--- src/lz4l_pkg.sv ---
// ----------------------------------------------------------------------------
// lz4l_pkg
// shared types and constants of the lz4 legacy stream decompressor
// ----------------------------------------------------------------------------
package lz4l_pkg;

	localparam int unsigned HIST_DEPTH_DEF = 65536;
	localparam logic [31:0] LZ_MAGIC = 32'h184C2102;
	localparam logic [29:0] LIMIT_RESET = 30'h2000_0000;
	localparam int unsigned QUEUE_DEPTH = 2;

	// configuration register byte addresses
	localparam logic [1:0] ADDR_OUTPUT_LIMIT = 2'd0;

	typedef enum logic [3:0] {
		PH_MAGIC, PH_SIZE, PH_TOKEN, PH_LITEXT, PH_LIT, PH_OFFLO, PH_OFFHI,
		PH_MATEXT, PH_COPY, PH_COPY_LAST, PH_OK, PH_EMPTY, PH_BADMAGIC, PH_ERROR
	} phase_t;

	typedef enum logic [2:0] {
		ST_RUN = 3'd0, ST_OK = 3'd1, ST_EMPTY = 3'd2, ST_BADMAGIC = 3'd3, ST_ERROR = 3'd4
	} status_t;

	// classified item handed from front to back
	typedef struct packed {
		logic       action;
		logic [7:0] in_byte;
		logic       in_last;
	} item_t;

	// result item
	typedef struct packed {
		logic        out_valid;
		logic [7:0]  out_byte;
		logic        block_end;
		status_t     status;
		logic        copy_pending;
		logic [29:0] total_out;
	} result_t;

endpackage

--- src/lz4l_front.sv ---
// ----------------------------------------------------------------------------
// lz4l_front
// input acceptance and a short item queue feeding the decoder
// ----------------------------------------------------------------------------
module lz4l_front
	import lz4l_pkg::*;
(
	input  logic  clk,
	input  logic  arst_n,
	input  logic  in_valid,
	output logic  in_ready,
	input  item_t in_item,
	output logic  q_valid,
	input  logic  q_ready,
	output item_t q_item
);
	item_t mem_q [QUEUE_DEPTH];
	logic  wr_q, rd_q;
	logic  [1:0] cnt_q;
	logic  push, pop;

	assign in_ready = (cnt_q != 2'(QUEUE_DEPTH));
	assign q_valid  = (cnt_q != 2'd0);
	assign q_item   = mem_q[rd_q];
	assign push     = in_valid && in_ready;
	assign pop      = q_valid && q_ready;

	always_ff @(posedge clk) begin
		if (push) begin
			mem_q[wr_q] <= in_item;
		end
	end

	always_ff @(posedge clk or negedge arst_n) begin
		if (!arst_n) begin
			wr_q  <= 1'b0;
			rd_q  <= 1'b0;
			cnt_q <= 2'd0;
		end else begin
			if (push) wr_q <= ~wr_q;
			if (pop) rd_q <= ~rd_q;
			cnt_q <= cnt_q + 2'(push) - 2'(pop);
		end
	end
endmodule

--- config.mk ---
export PLATFORM = sky130hd
export DESIGN_NAME = lz4l_front
export DESIGN_NICKNAME = d
export VERILOG_FILES = /design/src/lz4l_pkg.sv /design/src/lz4l_front.sv
export SDC_FILE = /design/constraint.sdc
export NUM_CORES = 1
export LEC_CHECK = 0
export ABC_AREA = 0
export BUFFER_PORTS_ARGS = -buffer_cell sky130_fd_sc_hd__buf_2
export CAP_MARGIN = 30
export CELL_PAD_IN_SITES_DETAIL_PLACEMENT = 2
export CELL_PAD_IN_SITES_GLOBAL_PLACEMENT = 2
export CORE_ASPECT_RATIO = 1.5
export CORE_UTILIZATION = 37
export CTS_CLUSTER_SIZE = 14
export DETAILED_ROUTE_END_ITERATION = 12
export PLACE_DENSITY_LB_ADDON = 0.1
export SETUP_SLACK_MARGIN = 0.02
export SKIP_CTS_REPAIR_TIMING = 1
export SLEW_MARGIN = 15
export SYNTH_ARGS = -nofsm -noshare
export SYNTH_HDL_FRONTEND = slang
export SYNTH_SLANG_ARGS = --single-unit
export TNS_END_PERCENT = 20
--- constraint.sdc ---
create_clock -name clk -period 3.5 [get_ports clk]
set_input_delay 0.525 -clock clk [delete_from_list [all_inputs] [get_ports clk]]
set_output_delay 0.525 -clock clk [all_outputs]
set_load 0.005 [all_outputs]
Word level (Yosys, flattened, before mapping). Memories as Yosys holds them, arrays and structs flattened. Cells that the tools add are included.

Word-level logic and storage cells: 14. Memory bits (read-only): 0. Bits in latches: 0. Bits in registers: 4. Bits in writable memories: 20. Bits of input ports: 14. Output and inout bits: 12. Memories kept: 1.

Memories: mem_q (words 2, width 10, read ports 1, clocked after memory_dff 0, write ports 1, line lz4l_front.sv:17) `item_t mem_q [QUEUE_DEPTH];`.

Divide/modulo/power cells: 0. $mul: 0. Shift operators: 0. $add $sub $neg: 2. Muxes and demuxes: 2. Reductions and logical operators: 3. Bitwise gates (word level): 2. Equality and inequality tests: 1. Order comparisons: 0.

Operators by type and width (number): adder 2 x 1 -> 2 bit (1); logical AND 1 bit (2); two-way mux 1 bit (2); inequality test 2 bit (second input constant) (1); NOT 1 bit (2); nonzero test 2 bit (1); subtractor 2 x 1 -> 2 bit (1).

Depth between registers and ports, before layout. Gate-level depths: netlist (run 1).

Depth after elaboration: 4. Mapped depth: 7. Depth with buffers taken out: 7.

Worst setup path before layout (run 1). No wires, ideal clock.

Kind: reg2reg. From: reg cnt_q[1]. To: reg cnt_q[1]. Period minus slack after synthesis: 1.625 ns. Data required time: 3.377 ns. Arrival: 1.503 ns. Path buffers: 0. Cell stages (with the launch flop): 8. Library setup time: 0.123 ns. Slack: 1.875 ns. Path through: dfrtp_1 -> or2_1 -> and2_4 -> ha_1 -> inv_1 -> ha_1 -> xnor2_1 -> xnor2_1.

Elaborated cells on any way between the ends: 6. Classes of those cells: 2 x add/sub; 1 x eq/ne; 3 x reduce/logical.

RTL lines: start, declared (line lz4l_front.sv:19) `logic [1:0] cnt_q;`; start signal, assigned (line lz4l_front.sv:42) `cnt_q <= cnt_q + 2'(push) - 2'(pop);`; nonzero test 2 bit (line lz4l_front.sv:23) `assign q_valid = (cnt_q != 2'd0);`; net q_valid (line lz4l_front.sv:13) `output logic q_valid,`; logical AND 1 bit (line lz4l_front.sv:26) `assign pop = q_valid && q_ready;`; net pop (line lz4l_front.sv:20) `logic push, pop;`; subtractor 2 x 1 -> 2 bit (line lz4l_front.sv:42).

The timed path passes the listed nets, and every way through them passes these cells. A chain may end at the register's enable or synchronous reset.

==> flow_metrics.tcl, run 1 <==
set metrics [dict create \
    synth_top_family_by_area "multiplexers" \
    avgSynthCellArea_sq_um 19.1 \
    worstSetupEndpoint "q_item[4]" \
    min_period_ps 2030 \
    path_max_fanout 11 \
    dieHeight_microns 63.0 \
    ys_warn_count 0 \
    pwr_density_cell_nw_per_um2 794 \
    grt_pass1_wl_microns 2830 \
    dieArea_sq_um 2690 \
    period_share 0.581 \
    fp-row-count 21 \
    cp-start-kind "register" \
    maxCapViolations 0 \
    gp_congestion 0.613 \
    drc 0 \
    place_inst 95 \
    grt_remaining_overflow 0 \
    r2r_setup_slack_ps 1790 \
    cp.arrival_ps 1510 \
    clk_pin_slew_ps 130 \
    grt_pass1_vias 600 \
    synth_seq_area_share 0.764 \
    root_buffer "clkbuf_4" \
    fin_nets 94 \
    wirelength_microns 1640 \
    slew_violations 0 \
    relSlewSlack 0.447 \
    antenna_found_initial 0 \
    grtUsageTotal 0.142 \
    cts_tree "done" \
    htreeDepth 1 \
    die_w_microns 42.7 \
    clock-skew-final_ps 2.82 \
    start_util 0.401 \
    cts_buffer_depth 2 \
    final-setup-viol-count 0 \
    finalNonFillerCells 100 \
    synth-compound-area-share 0 \
    worstSetupEndpointType "primary output" \
    yosys.area_share.simple 0.0382 \
    ant_nets 0 \
    cts.sinks 24 \
    status "finished clean" \
    area_delta_synth_final_pct 23.1 \
    synthAdderAreaFrac 0.0273 \
    core_sq_um 2290 \
    hold_class "in -> reg" \
    drive_above_1_share 0.403 \
    via_count 496 \
    hold_viol_final 0 \
    drt-initial-drc-count 23 \
    reg2reg_from "cnt_q[1]" \
    synthMuxAreaShare 0.123 \
    crit_start "rd_q" \
    path_class "reg -> out" \
    portBuffers 25 \
    post-dp-hpwl_microns 1250 \
    rsz0062_at_grt "no" \
    synthXorXnorAreaFrac 0.0382 \
    worstPathRequired_ps 2970 \
    synthesis.area_sq_um 917 \
    vias_per_cell 4.96 \
    io_pins 26 \
    fmax_mhz 492 \
    total_power_mw 0.896 \
    leakage_nw 0.452 \
    max-vdd-ir-drop_mv 0.384 \
    worst_pin_slew_ps 827 \
    syn-num-nets 64 \
    r2r_end "cnt_q[1]" \
    dr.pass1.iters 4 \
    ys_ff_latch 24 \
    reg2reg_depth 7 \
    clk_latency_ps 300 \
    antennaDiodeCount 0 \
    grt_max_degree 15 \
    wl_per_cell_microns 16.4 \
    netlist_instances 48 \
    cts_buffers 3 \
    tns_ps 0 \
    synth_cell_type_count 15 \
]
cells in the mapped netlist:
cell type / number / area, sq um
and2_4: 1 / 8.76
nand2b_1: 1 / 6.26
nand2_1: 1 / 3.75
ha_1: 2 / 25.0
edfxtp_1: 20 / 601
nor2_1: 1 / 3.75
mux2_1: 9 / 101
mux2_2: 1 / 11.3
xnor2_1: 3 / 26.3
or2_1: 1 / 6.26
xor2_1: 1 / 8.76
dfrtp_1: 4 / 100
inv_1: 1 / 3.75
buf_2: 1 / 5.00
and3_1: 1 / 6.26
final cells by class:
type / instances / area [sq um]
timing repair buffer: 26 / 135
inverter: 1 / 3.75
tap: 23 / 28.8
clock buffer: 3 / 22.5
sequential: 24 / 701
multi-input combinational: 22 / 208
clock inverter: 1 / 30.0
fill: 221 / 1160
through the flow:
stage | area (sq um) | worst slack (ps) | util | hold slack [ps]
floorplan | 917 | 1870 | - | 229
global placement | 1070 | 1810 | 0.466 | 344
detailed placement | 1070 | 1740 | 0.466 | 349
CTS | 1120 | 1430 | 0.489 | -4.19
global route | 1130 | 1360 | 0.494 | 384
finish | 1130 | 1470 | 0.494 | 399
state kept, by name (all words and copies together), names as in the netlist:
register / flops
wr_q: 1
rd_q: 1
mem_q: 20
cnt_q: 2
critical path, stage by stage, from the launching register on:
cell	delay, ps
dfrtp_1	680
mux2_1	390
buf_2	140
cell usage in the layout, fill, tap and decap left out, drive strengths merged:
cell          n
dfrtp         4
nand2b        1
mux2         10
edfxtp       20
clkbuf        3
and2          1
or2           1
ha            2
bufinv        1
xor2          1
nand2         1
nor2          1
xnor2         3
and3          1
inv           1
dlygate4sd3   1
buf          25
where the power goes:
part	switching (mW)	internal, mW
Clock	0.0791	0.116
Sequential	0.0537	0.398
Combinational	0.115	0.134
cells by family (layout without fill, tap and decap cells):
kind of cell               count (synthesis)  after routing
and+or+nand+nor                            6              6
xor gates and xnor gates                   4              4
muxes                                     10             10
DFF                                       24             24
buffers and inverters                      2             31
adders and majority gates                  2              2
worst min-delay path by stage:
stage / start / to / slack [ps] / depth (start not counted)
2_1_floorplan: arst_n / cnt_q[0] / 230 / 0
3_3_place_gp: arst_n / wr_q / 340 / 1
3_5_place_dp: arst_n / cnt_q[0] / 350 / 1
4_1_cts: arst_n / cnt_q[0] / -4 / 1
5_1_grt: in_item[1] / mem_q[0][1] / 380 / 1
6_report: in_item[3] / mem_q[0][3] / 400 / 1
routing by layer:
metal,global-route usage,up-vias,share of wire,routed length [microns]
met2,0.267,15,0.56,924
met3,0.0202,0,0.041,67
met4,0.0352,0,0,0
met5,0,-,0,0
met1,0.160,249,0.40,649
li1,-,232,-,-
Power figures use the tool's default switching activity.
==> inputs of run 2 (changes only) <==
--- a/config.mk
+++ b/config.mk
@@ -5,13 +5,13 @@
 export SDC_FILE = /design/constraint.sdc
 export NUM_CORES = 1
 export LEC_CHECK = 0
-export ABC_AREA = 0
+export ABC_AREA = 1
 export BUFFER_PORTS_ARGS = -buffer_cell sky130_fd_sc_hd__buf_2
 export CAP_MARGIN = 30
 export CELL_PAD_IN_SITES_DETAIL_PLACEMENT = 2
 export CELL_PAD_IN_SITES_GLOBAL_PLACEMENT = 2
 export CORE_ASPECT_RATIO = 1.5
-export CORE_UTILIZATION = 37
+export CORE_UTILIZATION = 32
 export CTS_CLUSTER_SIZE = 14
 export DETAILED_ROUTE_END_ITERATION = 12
 export PLACE_DENSITY_LB_ADDON = 0.1
==> constraint.sdc (replaced) <==
create_clock -name clk -period 1.9 [get_ports clk]
set_input_delay 0.285 -clock clk [delete_from_list [all_inputs] [get_ports clk]]
set_output_delay 0.285 -clock clk [all_outputs]
set_load 0.005 [all_outputs]
==> flow_metrics.tcl, run 2 <==
set metrics [dict create \
    status "finished clean" \
    antennaDiodeCount 0 \
    die_w_microns 47.2 \
    drive_above_1_share 0.325 \
    cp-start-kind "register" \
    synth_ff_type "edfxtp_1" \
    wl_per_cell_microns 13.8 \
    synthAdderAreaFrac 0.0255 \
    leakage_nw 0.580 \
    fin_nets 131 \
    wl_met1_microns 756 \
    synth_seq_area_share 0.713 \
    synthArstFlopShare 0.167 \
    grt_pass1_vias 804 \
    path_max_fanout 11 \
    synthXorXnorAreaFrac 0 \
    synthesis.area_sq_um 982 \
    reg2reg_depth 10 \
    path_class "reg -> out" \
    ant_nets 0 \
    holdPathStages 1 \
    via_count 688 \
    hold_viol_final 0 \
    regMostFlops "mem_q" \
    ys_warn_count 0 \
    antenna_found_initial 0 \
    worst_pin_slew_ps 446 \
    syn-num-nets 100 \
    grt_max_degree 15 \
    fill_cells 333 \
    dr.pass1.iters 4 \
    post-dp-hpwl_microns 1530 \
    cts_tree "done" \
    drt-initial-drc-count 7 \
    synth_cell_type_count 12 \
    min_period_ps 1500 \
    gp_congestion 0.609 \
    clk_pin_slew_ps 80 \
    avgSynthCellArea_sq_um 11.7 \
    cts.sinks 24 \
    synth_area_leaders "edfxtp_1 (61%), nand2_1 (15%), dfrtp_1 (10%), inv_1 (3.1%), ha_1 (2.5%)" \
    r2r_setup_slack_ps 450 \
    dr_wl_met2_microns 1260 \
    portBuffers 25 \
    postLayoutCoreUtil 0.421 \
    htreeDepth 1 \
    met3WireLength_microns 63 \
    routed.top_layer "met4" \
    relSlewSlack 0.703 \
    seq_area_sq_um 701 \
    root_buffer "clkbuf_8" \
    ys_ff_latch 24 \
    maxCapViolations 0 \
    worstPathRequired_ps 1620 \
    synth-compound-area-share 0 \
    multi_input_area_sq_um 223 \
    layout_commonest_cell "nand2_1" \
    clock-skew-final_ps 2.23 \
    worstSetupEndpoint "q_item[5]" \
    io_pins 26 \
    reg_top3 "mem_q (20), cnt_q (2)" \
    period_share 0.789 \
    area_delta_synth_final_pct 25.0 \
    crit_start "rd_q" \
    cts_buffers 3 \
    vias_per_cell 4.50 \
    largest_reg_flops 20 \
    grt_pass1_wl_microns 3550 \
    hold_start "in_item[5]" \
    netlist_instances 84 \
    synth_top_area_cell "edfxtp_1" \
    tns_ps 0 \
    synth_edf_count 20 \
    cts_buffer_depth 2 \
    rsz0062_at_grt "no" \
    pwr_density_cell_nw_per_um2 1510 \
    yosys.cell_count.top_type "nand2_1" \
    placed_cell_area_sq_um 1150 \
    dieHeight_microns 69.9 \
    synthTopCellsByCount "nand2_1 (38), edfxtp_1 (20), inv_1 (8), dfrtp_1 (4), nand2_2 (4)" \
    final-setup-viol-count 0 \
    grtUsageTotal 0.153 \
    reg2reg_from "cnt_q[1]" \
    yosys.area_share.simple 0.201 \
    clk_latency_ps 260 \
    hold_class "in -> reg" \
    start_util 0.337 \
    drc 0 \
    fp-row-count 24 \
    dieArea_sq_um 3300 \
    synth_top_family_by_area "simple AND/OR/NAND/NOR gates" \
    slew_violations 0 \
    core_sq_um 2910 \
    design_area_sq_um 1230 \
    synthMuxAreaShare 0 \
    grt_remaining_overflow 0 \
    total_power_mw 1.86 \
    final_cell_mix "nand2_1 (38), buf_2 (25), edfxtp_1 (20)" \
    worstSetupEndpointType "primary output" \
    synth_top_area_frac 0.611 \
    r2r_end "cnt_q[1]" \
    max-vdd-ir-drop_mv 0.717 \
    fmax_mhz 667 \
    wirelength_microns 2110 \
    cp.arrival_ps 1210 \
]
run 2: area by class of cell:
type                    instances  area share
clock buffers                   3      0.0336
flip-flops and latches         24       0.571
well taps                      39      0.0398
inverters                       9      0.0275
repair buffers                 28       0.122
clock inverters                 1      0.0245
multi-input cells              49       0.181
run 2: layer usage:
layer	track usage	vias to the layer above
li1	-	328
met1	0.179	341
met2	0.268	15
met3	0.0233	4
met4	0.0476	0
met5	0	-
run 2: kinds of logic after synthesis:
group         Yosys count
fa+ha+maj               2
flops                  24
simple gates           47
buf+inv                11
run 2: how the worst min path moves through the flow:
stage                  end  slack (ps)
2_1_floorplan     cnt_q[0]         -10
3_5_place_dp          wr_q         110
3_3_place_gp          wr_q         100
4_1_cts               wr_q        -180
5_1_grt        mem_q[0][9]         200
6_report       mem_q[1][5]         210
run 2: worst max-delay path: stages, from the launching register on:
cell and delay [ps]:
dfrtp_1 400, inv_1 280, nand2_1 100, nand2_1 70, buf_2 100
run 2: power by group:
group	internal [mW]	switching, mW	total (mW)
clock	0.281	0.160	0.442
combinational	0.237	0.394	0.631
sequential	0.730	0.0557	0.785
total	1.25	0.610	1.86
run 2: metrics by stage:
step / worst slack (ps) / instances / hold WS [ps]
after global routing: 294 / 153 / 200
after floorplan: 507 / 84 / -10.6
after CTS: 361 / 152 / -184
after global placement: 543 / 148 / 103
final: 400 / 153 / 206
after detailed placement: 472 / 148 / 106
